==> config.mk <==
export PLATFORM = sky130hd
export DESIGN_NAME = reconstruction_error_metrics_unit
export DESIGN_NICKNAME = d
export VERILOG_FILES = /design/src/rtl/rem_pkg.sv /design/src/rtl/reconstruction_error_metrics_unit.sv /design/src/rtl/rem_divider.sv /design/src/rtl/rem_datapath.sv /design/src/rtl/rem_ctrl.sv
export SDC_FILE = /design/constraint.sdc
export NUM_CORES = 2
export LEC_CHECK = 0
export BUFFER_PORTS_ARGS = -buffer_cell sky130_fd_sc_hd__buf_2
export CAP_MARGIN = 20
export CORE_MARGIN = 5
export CORE_UTILIZATION = 45
export DETAILED_ROUTE_END_ITERATION = 7
export SLEW_MARGIN = 20
export SYNTH_ARGS = -nofsm -noshare
export SYNTH_HDL_FRONTEND = slang
export SYNTH_SLANG_ARGS = --single-unit
==> constraint.sdc <==
create_clock -name aclk -period 15.2 [get_ports aclk]
set_clock_uncertainty 0.2 [all_clocks]
set_input_delay 3.8 -clock aclk [delete_from_list [all_inputs] [get_ports aclk]]
set_output_delay 3.8 -clock aclk [all_outputs]
set_load 0.1 [all_outputs]
==> src/rtl/rem_pkg.sv <==
// shared types, defaults and control codes for the reconstruction error metrics block
package rem_pkg;

    localparam int SAMPLE_BITS_DEF      = 16;
    localparam int MAX_SAMPLES_LOG2_DEF = 24;
    localparam int REL_FRAC_BITS_DEF    = 16;
    localparam int MSE_FRAC_BITS_DEF    = 8;

    // relative error result width, fixed
    localparam int REL_W = 32;

    typedef enum logic [2:0] {
        ST_IDLE,
        ST_PREP,
        ST_START,
        ST_DIV_REL,
        ST_UPDATE,
        ST_MSE_START,
        ST_DIV_MSE,
        ST_OUT
    } rem_state_t;

    typedef enum logic {
        DIV_REL,
        DIV_MSE
    } rem_div_op_t;

    typedef struct packed {
        logic        capture;
        logic        prep;
        logic        square;
        logic        div_start;
        rem_div_op_t div_op;
        logic        update;
        logic        load_out;
        logic        clear;
    } rem_cmd_t;

    typedef struct packed {
        logic last;
        logic nonzero;
        logic div_done;
        logic out_free;
    } rem_status_t;

endpackage

==> src/rtl/reconstruction_error_metrics_unit.sv <==
// top level of the reconstruction error metrics block
//
//  channel | dir | handshake             | contents
//  --------+-----+-----------------------+-------------------------------------------
//  cfg     | in  | cfg_valid / cfg_ready | samples_signed (1 = two's complement)
//  s_      | in  | s_tvalid / s_tready   | original, restored samples; tlast ends a run
//  m_      | out | m_tvalid / m_tready   | all run metrics, one transaction per run
//
//  each pair is captured, its error terms are prepared and squared, its relative
//  error is divided and folded into the run statistics; the radix-2 divider makes
//  the relative error one bit a cycle; a pair with a zero original skips the division
//  the last pair of a run adds the mean division on the same divider and the load
//  synchronous active-low reset clears the run statistics and sets samples_signed to 1
//  one result sits in the output register; pairs of the next run are taken meanwhile,
//  and only the following result load waits on m_tready
module reconstruction_error_metrics_unit #(
    parameter int SAMPLE_BITS      = rem_pkg::SAMPLE_BITS_DEF,
    parameter int MAX_SAMPLES_LOG2 = rem_pkg::MAX_SAMPLES_LOG2_DEF,
    parameter int REL_FRAC_BITS    = rem_pkg::REL_FRAC_BITS_DEF,
    parameter int MSE_FRAC_BITS    = rem_pkg::MSE_FRAC_BITS_DEF
) (
    input  logic aclk,
    input  logic aresetn,

    // configuration write channel
    input  logic cfg_valid,
    output logic cfg_ready,
    input  logic cfg_data,     // samples_signed

    // sample pairs
    input  logic s_tvalid,
    output logic s_tready,
    // original_sample, restored_sample
    input  logic [((2 * SAMPLE_BITS + 7) / 8) * 8 - 1:0] s_tdata,
    input  logic s_tlast,      // last_in_run

    // run results
    output logic m_tvalid,
    input  logic m_tready,
    // all_equal, equal_total, pair_total, lowest_original, highest_original,
    // least_abs_error, greatest_abs_error, rel_error_seen, least_rel_error,
    // greatest_rel_error, squared_error_sum, mean_squared_error
    output logic [((8 * SAMPLE_BITS + 3 * MAX_SAMPLES_LOG2 + MSE_FRAC_BITS + 68 + 7) / 8) * 8
                  - 1:0] m_tdata
);

    import rem_pkg::*;

    rem_cmd_t    cmd;
    rem_status_t status;
    logic        cfg_we;

    // the register may be written at any time; writes must only come while idle, the block does not enforce this
    assign cfg_ready = 1'b1;
    assign cfg_we    = cfg_valid && cfg_ready;

    // sequencer: one pair in work at a time
    rem_ctrl u_ctrl (
        .aclk    (aclk),
        .aresetn (aresetn),
        .s_tvalid(s_tvalid),
        .s_tready(s_tready),
        .status  (status),
        .cmd     (cmd)
    );

    // statistics, shared divider and output register
    rem_datapath #(
        .SAMPLE_BITS     (SAMPLE_BITS),
        .MAX_SAMPLES_LOG2(MAX_SAMPLES_LOG2),
        .REL_FRAC_BITS   (REL_FRAC_BITS),
        .MSE_FRAC_BITS   (MSE_FRAC_BITS)
    ) u_datapath (
        .aclk    (aclk),
        .aresetn (aresetn),
        .cfg_we  (cfg_we),
        .cfg_data(cfg_data),
        .s_tdata (s_tdata),
        .s_tlast (s_tlast),
        .m_tready(m_tready),
        .m_tvalid(m_tvalid),
        .m_tdata (m_tdata),
        .cmd     (cmd),
        .status  (status)
    );

endmodule

==> src/rtl/rem_divider.sv <==
// radix-2 restoring divider, one quotient bit per cycle, top-aligned dividend
module rem_divider #(
    parameter int DVD_W = 72,
    parameter int DVS_W = 25,
    localparam int CNT_W = $clog2(DVD_W + 1)
) (
    input  logic             aclk,
    input  logic             aresetn,
    input  logic             start,
    input  logic [DVD_W-1:0] dividend,
    input  logic [DVS_W-1:0] divisor,
    input  logic [CNT_W-1:0] steps,
    output logic             done,
    output logic [DVD_W-1:0] quotient
);

    logic [DVD_W-1:0] work_reg, work_next;
    logic [DVS_W-1:0] part_reg, part_next;
    logic [DVS_W-1:0] dvs_reg, dvs_next;
    logic [CNT_W-1:0] cnt_reg, cnt_next;
    logic             busy_reg, busy_next;
    logic [DVS_W:0]   trial;
    logic             fits;

    always_comb begin
        trial     = {part_reg, work_reg[DVD_W-1]};
        fits      = trial >= {1'b0, dvs_reg};
        work_next = work_reg;
        part_next = part_reg;
        dvs_next  = dvs_reg;
        cnt_next  = cnt_reg;
        busy_next = busy_reg;
        if (start) begin
            work_next = dividend;
            part_next = '0;
            dvs_next  = divisor;
            cnt_next  = steps;
            busy_next = 1'b1;
        end else if (busy_reg) begin
            part_next = fits ? DVS_W'(trial - {1'b0, dvs_reg}) : trial[DVS_W-1:0];
            work_next = {work_reg[DVD_W-2:0], fits};
            cnt_next  = cnt_reg - 1'b1;
            if (cnt_reg == CNT_W'(1)) begin
                busy_next = 1'b0;
            end
        end
    end

    always_ff @(posedge aclk) begin
        if (!aresetn) begin
            busy_reg <= 1'b0;
            cnt_reg  <= '0;
        end else begin
            busy_reg <= busy_next;
            cnt_reg  <= cnt_next;
        end
    end

    always_ff @(posedge aclk) begin
        work_reg <= work_next;
        part_reg <= part_next;
        dvs_reg  <= dvs_next;
    end

    // last step happens this cycle, quotient is complete after the edge
    assign done     = busy_reg && (cnt_reg == CNT_W'(1));
    assign quotient = work_reg;

endmodule

==> src/rtl/rem_datapath.sv <==
// datapath: sample registers, error terms, run statistics, divider and result register
module rem_datapath #(
    parameter int SAMPLE_BITS      = 16,
    parameter int MAX_SAMPLES_LOG2 = 24,
    parameter int REL_FRAC_BITS    = 16,
    parameter int MSE_FRAC_BITS    = 8,
    localparam int IN_W  = ((2 * SAMPLE_BITS + 7) / 8) * 8,
    localparam int OUT_W = ((8 * SAMPLE_BITS + 3 * MAX_SAMPLES_LOG2 + MSE_FRAC_BITS + 68 + 7)
                            / 8) * 8
) (
    input  logic                 aclk,
    input  logic                 aresetn,
    input  logic                 cfg_we,
    input  logic                 cfg_data,
    input  logic [IN_W-1:0]      s_tdata,
    input  logic                 s_tlast,
    input  logic                 m_tready,
    output logic                 m_tvalid,
    output logic [OUT_W-1:0]     m_tdata,
    input  rem_pkg::rem_cmd_t    cmd,
    output rem_pkg::rem_status_t status
);

    import rem_pkg::*;

    localparam int SB         = SAMPLE_BITS;
    localparam int ML         = MAX_SAMPLES_LOG2;
    localparam int CNT_W      = ML + 1;
    localparam int SQ_W       = 2 * SB + ML;
    localparam int MSE_W      = 2 * SB + MSE_FRAC_BITS;
    localparam int REL_STEPS  = SB + REL_FRAC_BITS;
    localparam int MSE_STEPS  = SQ_W + MSE_FRAC_BITS;
    localparam int DVD_W      = (REL_STEPS > MSE_STEPS) ? REL_STEPS : MSE_STEPS;
    localparam int DVS_W      = (SB > CNT_W) ? SB : CNT_W;
    localparam int DIV_CNT_W  = $clog2(DVD_W + 1);
    localparam int QX_W       = (DVD_W > REL_W) ? DVD_W : REL_W + 1;

    // config
    logic samples_signed_reg;

    // per-pair work registers
    logic [SB-1:0]   o_reg, r_reg;
    logic            last_reg;
    logic [SB-1:0]   diff_reg, mag_reg;
    logic            nz_reg, eq_reg;
    logic [2*SB-1:0] d2_reg;

    // run statistics
    logic [CNT_W-1:0] eq_cnt_reg, eq_cnt_next;
    logic [CNT_W-1:0] pair_cnt_reg, pair_cnt_next;
    logic [SB-1:0]    min_orig_reg, min_orig_next;
    logic [SB-1:0]    max_orig_reg, max_orig_next;
    logic [SB-1:0]    min_abs_reg, min_abs_next;
    logic [SB-1:0]    max_abs_reg, max_abs_next;
    logic [REL_W-1:0] min_rel_reg, min_rel_next;
    logic [REL_W-1:0] max_rel_reg, max_rel_next;
    logic             rel_seen_reg, rel_seen_next;
    logic [SQ_W-1:0]  sq_acc_reg, sq_acc_next;
    logic             mismatch_reg, mismatch_next;

    // result register
    logic             m_tvalid_reg, m_tvalid_next;
    logic [OUT_W-1:0] m_tdata_reg;

    // combinational terms
    logic signed [SB:0] o_val, r_val, min_val, max_val;
    logic [SB+1:0]      diff_s, diff_m;
    logic [SB:0]        o_mag;
    logic [SQ_W:0]      sq_sum;
    logic [SB-1:0]      orig_lo_init, orig_hi_init;

    // divider
    logic [DVD_W-1:0]     div_dvd, div_quo;
    logic [DVS_W-1:0]     div_dvs;
    logic [DIV_CNT_W-1:0] div_steps;
    logic                 div_done;
    logic [QX_W-1:0]      quo_x;
    logic [REL_W-1:0]     rel_sat;
    logic [MSE_W-1:0]     mse_sat;

    assign o_val   = $signed({samples_signed_reg & o_reg[SB-1], o_reg});
    assign r_val   = $signed({samples_signed_reg & r_reg[SB-1], r_reg});
    assign min_val = $signed({samples_signed_reg & min_orig_reg[SB-1], min_orig_reg});
    assign max_val = $signed({samples_signed_reg & max_orig_reg[SB-1], max_orig_reg});

    assign diff_s = {o_val[SB], o_val} - {r_val[SB], r_val};
    assign diff_m = diff_s[SB+1] ? (~diff_s + 1'b1) : diff_s;
    assign o_mag  = o_val[SB] ? (~o_val + 1'b1) : o_val;

    assign sq_sum = {1'b0, sq_acc_reg} + (SQ_W + 1)'(d2_reg);

    assign orig_lo_init = samples_signed_reg ? {1'b0, {(SB - 1){1'b1}}} : '1;
    assign orig_hi_init = samples_signed_reg ? {1'b1, {(SB - 1){1'b0}}} : '0;

    // operands are placed at the top of the shift register, steps cover their bits plus the fraction bits
    always_comb begin
        if (cmd.div_op == DIV_MSE) begin
            div_dvd   = DVD_W'(sq_acc_reg) << (DVD_W - SQ_W);
            div_dvs   = DVS_W'(pair_cnt_reg);
            div_steps = DIV_CNT_W'(MSE_STEPS);
        end else begin
            div_dvd   = DVD_W'(diff_reg) << (DVD_W - SB);
            div_dvs   = DVS_W'(mag_reg);
            div_steps = DIV_CNT_W'(REL_STEPS);
        end
    end

    rem_divider #(
        .DVD_W(DVD_W),
        .DVS_W(DVS_W)
    ) u_divider (
        .aclk    (aclk),
        .aresetn (aresetn),
        .start   (cmd.div_start),
        .dividend(div_dvd),
        .divisor (div_dvs),
        .steps   (div_steps),
        .done    (div_done),
        .quotient(div_quo)
    );

    assign quo_x   = QX_W'(div_quo);
    assign rel_sat = (|quo_x[QX_W-1:REL_W]) ? '1 : quo_x[REL_W-1:0];
    assign mse_sat = (|quo_x[QX_W-1:MSE_W]) ? '1 : quo_x[MSE_W-1:0];

    always_comb begin
        eq_cnt_next   = eq_cnt_reg;
        pair_cnt_next = pair_cnt_reg;
        min_orig_next = min_orig_reg;
        max_orig_next = max_orig_reg;
        min_abs_next  = min_abs_reg;
        max_abs_next  = max_abs_reg;
        min_rel_next  = min_rel_reg;
        max_rel_next  = max_rel_reg;
        rel_seen_next = rel_seen_reg;
        sq_acc_next   = sq_acc_reg;
        mismatch_next = mismatch_reg;
        if (cmd.clear) begin
            eq_cnt_next   = '0;
            pair_cnt_next = '0;
            min_orig_next = orig_lo_init;
            max_orig_next = orig_hi_init;
            min_abs_next  = '1;
            max_abs_next  = '0;
            min_rel_next  = '1;
            max_rel_next  = '0;
            rel_seen_next = 1'b0;
            sq_acc_next   = '0;
            mismatch_next = 1'b0;
        end else if (cmd.update) begin
            if (eq_reg) begin
                if (!eq_cnt_reg[ML]) begin
                    eq_cnt_next = eq_cnt_reg + 1'b1;
                end
            end else begin
                mismatch_next = 1'b1;
            end
            // first pair of a run loads both extremes
            if (pair_cnt_reg == '0) begin
                min_orig_next = o_reg;
                max_orig_next = o_reg;
            end else begin
                if (o_val < min_val) begin
                    min_orig_next = o_reg;
                end
                if (o_val > max_val) begin
                    max_orig_next = o_reg;
                end
            end
            if (diff_reg < min_abs_reg) begin
                min_abs_next = diff_reg;
            end
            if (diff_reg > max_abs_reg) begin
                max_abs_next = diff_reg;
            end
            if (nz_reg) begin
                if (rel_sat < min_rel_reg) begin
                    min_rel_next = rel_sat;
                end
                if (rel_sat > max_rel_reg) begin
                    max_rel_next = rel_sat;
                end
                rel_seen_next = 1'b1;
            end
            sq_acc_next = sq_sum[SQ_W] ? '1 : sq_sum[SQ_W-1:0];
            if (!pair_cnt_reg[ML]) begin
                pair_cnt_next = pair_cnt_reg + 1'b1;
            end
        end
    end

    always_comb begin
        m_tvalid_next = m_tvalid_reg;
        if (cmd.load_out) begin
            m_tvalid_next = 1'b1;
        end else if (m_tready) begin
            m_tvalid_next = 1'b0;
        end
    end

    always_ff @(posedge aclk) begin
        if (!aresetn) begin
            samples_signed_reg <= 1'b1;
            eq_cnt_reg         <= '0;
            pair_cnt_reg       <= '0;
            min_orig_reg       <= {1'b0, {(SB - 1){1'b1}}};
            max_orig_reg       <= {1'b1, {(SB - 1){1'b0}}};
            min_abs_reg        <= '1;
            max_abs_reg        <= '0;
            min_rel_reg        <= '1;
            max_rel_reg        <= '0;
            rel_seen_reg       <= 1'b0;
            sq_acc_reg         <= '0;
            mismatch_reg       <= 1'b0;
            m_tvalid_reg       <= 1'b0;
        end else begin
            if (cfg_we) begin
                samples_signed_reg <= cfg_data;
            end
            eq_cnt_reg   <= eq_cnt_next;
            pair_cnt_reg <= pair_cnt_next;
            min_orig_reg <= min_orig_next;
            max_orig_reg <= max_orig_next;
            min_abs_reg  <= min_abs_next;
            max_abs_reg  <= max_abs_next;
            min_rel_reg  <= min_rel_next;
            max_rel_reg  <= max_rel_next;
            rel_seen_reg <= rel_seen_next;
            sq_acc_reg   <= sq_acc_next;
            mismatch_reg <= mismatch_next;
            m_tvalid_reg <= m_tvalid_next;
        end
    end

    always_ff @(posedge aclk) begin
        if (cmd.capture) begin
            o_reg    <= s_tdata[SB-1:0];
            r_reg    <= s_tdata[2*SB-1:SB];
            last_reg <= s_tlast;
        end
        if (cmd.prep) begin
            diff_reg <= diff_m[SB-1:0];
            mag_reg  <= o_mag[SB-1:0];
            nz_reg   <= |o_reg;
            eq_reg   <= (o_reg == r_reg);
        end
        if (cmd.square) begin
            d2_reg <= diff_reg * diff_reg;
        end
        if (cmd.load_out) begin
            m_tdata_reg <= OUT_W'({mse_sat,
                                   sq_acc_reg,
                                   rel_seen_reg ? max_rel_reg : {REL_W{1'b0}},
                                   rel_seen_reg ? min_rel_reg : {REL_W{1'b0}},
                                   rel_seen_reg,
                                   max_abs_reg,
                                   min_abs_reg,
                                   max_orig_reg,
                                   min_orig_reg,
                                   pair_cnt_reg,
                                   eq_cnt_reg,
                                   !mismatch_reg});
        end
    end

    assign m_tvalid = m_tvalid_reg;
    assign m_tdata  = m_tdata_reg;

    assign status.last     = last_reg;
    assign status.nonzero  = nz_reg;
    assign status.div_done = div_done;
    assign status.out_free = !m_tvalid_reg || m_tready;

    a_eq_within_pairs: assert property (@(posedge aclk) disable iff (!aresetn)
        eq_cnt_reg <= pair_cnt_reg)
        else $error("equal count above pair count");

    a_all_equal_counts: assert property (@(posedge aclk) disable iff (!aresetn)
        !mismatch_reg |-> (eq_cnt_reg == pair_cnt_reg))
        else $error("no mismatch seen but counts differ");

    a_rel_idle_values: assert property (@(posedge aclk) disable iff (!aresetn)
        !rel_seen_reg |-> (min_rel_reg == '1 && max_rel_reg == '0))
        else $error("relative extremes moved without a nonzero original");

endmodule

==> src/rtl/rem_ctrl.sv <==
// controller: sequences capture, error terms, divisions, update and result load
module rem_ctrl (
    input  logic                 aclk,
    input  logic                 aresetn,
    input  logic                 s_tvalid,
    output logic                 s_tready,
    input  rem_pkg::rem_status_t status,
    output rem_pkg::rem_cmd_t    cmd
);

    import rem_pkg::*;

    rem_state_t state_reg, state_next;

    always_comb begin
        state_next = state_reg;
        case (state_reg)
            ST_IDLE: begin
                if (s_tvalid) begin
                    state_next = ST_PREP;
                end
            end
            ST_PREP: begin
                state_next = ST_START;
            end
            ST_START: begin
                state_next = status.nonzero ? ST_DIV_REL : ST_UPDATE;
            end
            ST_DIV_REL: begin
                if (status.div_done) begin
                    state_next = ST_UPDATE;
                end
            end
            ST_UPDATE: begin
                state_next = status.last ? ST_MSE_START : ST_IDLE;
            end
            ST_MSE_START: begin
                state_next = ST_DIV_MSE;
            end
            ST_DIV_MSE: begin
                if (status.div_done) begin
                    state_next = ST_OUT;
                end
            end
            ST_OUT: begin
                if (status.out_free) begin
                    state_next = ST_IDLE;
                end
            end
            default: begin
                state_next = ST_IDLE;
            end
        endcase
    end

    always_comb begin
        cmd      = '0;
        s_tready = 1'b0;
        case (state_reg)
            ST_IDLE: begin
                s_tready    = 1'b1;
                cmd.capture = s_tvalid;
            end
            ST_PREP: begin
                cmd.prep = 1'b1;
            end
            ST_START: begin
                cmd.square    = 1'b1;
                cmd.div_start = status.nonzero;
                cmd.div_op    = DIV_REL;
            end
            ST_DIV_REL: begin
                cmd.div_op = DIV_REL;
            end
            ST_UPDATE: begin
                cmd.update = 1'b1;
            end
            ST_MSE_START: begin
                cmd.div_start = 1'b1;
                cmd.div_op    = DIV_MSE;
            end
            ST_DIV_MSE: begin
                cmd.div_op = DIV_MSE;
            end
            ST_OUT: begin
                cmd.load_out = status.out_free;
                cmd.clear    = status.out_free;
            end
            default: begin
                cmd = '0;
            end
        endcase
    end

    always_ff @(posedge aclk) begin
        if (!aresetn) begin
            state_reg <= ST_IDLE;
        end else begin
            state_reg <= state_next;
        end
    end

    a_done_while_waiting: assert property (@(posedge aclk) disable iff (!aresetn)
        status.div_done |-> (state_reg == ST_DIV_REL || state_reg == ST_DIV_MSE))
        else $error("divider finished outside a wait state");

    a_load_only_when_free: assert property (@(posedge aclk) disable iff (!aresetn)
        cmd.load_out |-> status.out_free)
        else $error("result loaded over an unclaimed result");

    a_one_pair_at_a_time: assert property (@(posedge aclk) disable iff (!aresetn)
        (s_tvalid && s_tready) |=> !s_tready)
        else $error("second pair accepted while one is in work");

endmodule
==> impl_metrics.csv <==
group,metric,value,unit
yosys,async_flop_share,0,
worst_setup_path,critPathLaunchType,"input pin",
sta,holdWs,0.2352,ns
sta,finalSetupViolCount,0,
yosys,syn_area,41590,um^2
placed_design,place_area,44320,um^2
yosys,yosysTopAreaCell,"edfxtp_1",
worst_setup_path,arrival,7.58,ns
yosys,synth_edf_count,463,
clock_tree,clk_path_buf_depth,3,
finish,nFillCells,8264,
worst_setup_path,crit_type,"input pin to register",
sta,hold_viol_final,0,
placed_design,routabilityCongestion,0.8588,
floorplanning,start_util,0.4537,
yosys,yosysTopAreaCellShare,0.3343,
drt,vias,29331,
drt,first_iter_violations,1984,
yosys,yosysSeqAreaShare,0.4662,
yosys,netlist_top_cells_area,"edfxtp_1 33%, dfxtp_1 13%, ha_1 9.2%",
floorplanning,num_rows,111,
sta,layout_setup_ws,7.690,ns
drt,firstDrtPassIters,6,
worst_setup_path,cp_max_fo,86,
sta,fmax,133.2,MHz
finish,largest_reg_flops,276,
clock_tree,cts_setup_buffers,0,
grt,first_global_vias,28660,
finish,area_delta_synth_final,13.61,%
sta,finalSetupTns,0,ns
finish,fin_nets,4701,
clock_tree,ctsHoldBuffers,0,
yosys,yosysUniqueCellTypes,78,
floorplanning,die_h,314.0,um
floorplanning,die_w,314.0,um
clock_tree,cts_buffers,83,
sta,period_minus_slack,7.510,ns
clock_tree,clk_latency,0.67,ns
worst_setup_path,worstPathRequired,15.27,ns
run,max_cap_viol_count,0,
sta,fin_crit_sh,0.4941,
grt,antenna_found_initial,2,
clock_tree,cts_root_buf,"clkbuf_16",
run_status,status,"completed",
yosys,yosysWarnings,0,
clock_tree,cts_sinks,737,
clock_tree,cts_tree,"built",
finish,final_cell_area,47250,um^2
floorplanning,core_area,91660,um^2
floorplanning,dieArea,98590,um^2
drt,ant_nets,0,
sta,maxSlewViolCount,0,
drt,vias_per_cell,5.385,
clock_tree,cts.clk_slew.worst_paths,0.05,ns
floorplanning,ios,322,
placed_design,place_hpwl,76050,um
sta,maxSlewHeadroom,0.2701,
yosys,synth_ff_type,"edfxtp_1",
hold_path,hp-class,"register to register",
placed_design,place_worst_setup_slack,6.981,ns
worst_setup_path,end_kind,"register",
placed_design,io_buffers,316,
grt,gr-usage-all-layers,0.2098,
drt,drc,0,
drt,drt-total-wl,105100,um
yosys,syn_avg_cell_area,10.61,um^2
sta,rsz0062_at_grt,"no",
sta,worstMarginPinSlew,1.095,ns
clock_tree,h-tree-depth,3,
grt,grt_pass1_wl,164400,um
grt,grt_overflow,0,
finish,drive_gt1_frac,0.1413,
worst_setup_path,rrSetupSlack,7.71,ns
grt,grt_max_degree,89,
yosys,synthCells,3919,
drt,wl_per_cell,19.29,um
yosys,ys_seq_elements,737,
clock_tree,cts-resized-gates,0,
==> cell usage in the layout (no fill, tap or decap), types with 20 or more instances in the layout <==
cell / synthesis / routed
a22o_1: 55 / 55
mux2i_1: 31 / 31
nor2b_1: 34 / 33
or2_2: 41 / 41
buf_2: 6 / 316
nand2_1: 295 / 293
edfxtp_1: 463 / 463
ha_1: 306 / 306
o211ai_1: 27 / 27
xor2_1: 83 / 83
xnor2_1: 86 / 86
nand2b_1: 29 / 29
o31ai_1: 39 / 39
nand3_1: 89 / 89
a21oi_1: 169 / 167
clkbuf_16: 0 / 85
o21ai_0: 136 / 134
buf_4: 7 / 46
dfxtp_1: 274 / 274
fa_1: 166 / 166
nor2_1: 243 / 241
o211ai_2: 29 / 29
o21a_1: 30 / 29
or3_1: 67 / 67
a21o_1: 90 / 90
nand4_1: 47 / 47
nor3_1: 65 / 64
nor4_1: 29 / 29
nor3b_1: 21 / 20
and2_1: 137 / 134
inv_1: 449 / 447
==> worst paths after layout <==
check,start,to,cells past startpoint
hold reg to reg,u_datapath.max_abs_reg[2]$_SDFFE_PP0P_,u_datapath.m_tdata[101]$_DFFE_PP_,0
hold / removal,u_datapath.max_abs_reg[2]$_SDFFE_PP0P_,u_datapath.m_tdata[101]$_DFFE_PP_,0
setup reg to reg,u_datapath.diff_reg[5]$_DFFE_PP_,u_datapath.d2_reg[31]$_DFFE_PN_,23
setup / recovery,m_tready,u_datapath.m_tdata[201]$_DFFE_PP_,7
==> critical path: stages <==
cell and delay (ns):
buf_2 0.10, nand2b_1 0.15, nand2b_1 0.35, inv_8 0.57, buf_4 0.84, buf_4 0.83, buf_4 0.81
==> synth_stat cells, types with 90 or more instances <==
master    count
a21o_1       90
a21oi_1     169
and2_1      137
clkbuf_1    147
dfxtp_1     274
edfxtp_1    463
fa_1        166
ha_1        306
inv_1       449
nand2_1     295
nor2_1      243
o21ai_0     136
==> kinds of logic after synthesis <==
group	Yosys count	synth area share
buffers and inverters	628	0.05858
flip-flops	737	0.4662
XOR/XNOR	169	0.03559
AND/OR/NAND/NOR	1149	0.1383
multiplexers	35	0.008545
AO/OA/AOI/OAI	727	0.1206
adder cells (fa/ha/maj)	472	0.1720
other	2	0.0001806
==> area by class of cell <==
cell class                      instances  area [um^2]  area share
Antenna cell                            1        2.502  0.00005297
Clock buffer                          112         2338     0.04950
Clock inverter                         43        578.1     0.01224
Inverter                              449         1693     0.03583
Multi-Input combinational cell       2557        19830      0.4198
Sequential cell                       737        19390      0.4104
Tap cell                             1186         1484     0.03141
Timing Repair Buffer                  362         1927     0.04078
==> routing by layer <==
layer,GRT usage,share of wire
met2,0.3428,0.47
met1,0.2910,0.45
met4,0.05539,0.022
met5,0,0
met3,0.03746,0.059
==> stage by stage <==
| stage | cells | utilization |
|---|---|---|
| floorplan | 3922 | - |
| global placement | 5291 | 0.4835 |
| detailed placement | 5291 | 0.4835 |
| CTS | 5446 | 0.5153 |
| global route | 5447 | 0.5154 |
| finish | 5447 | 0.5154 |
Power is left out: the tool's default activity adds up to more than one toggle a clock period on the data nets, which glitch-free logic cannot reach.
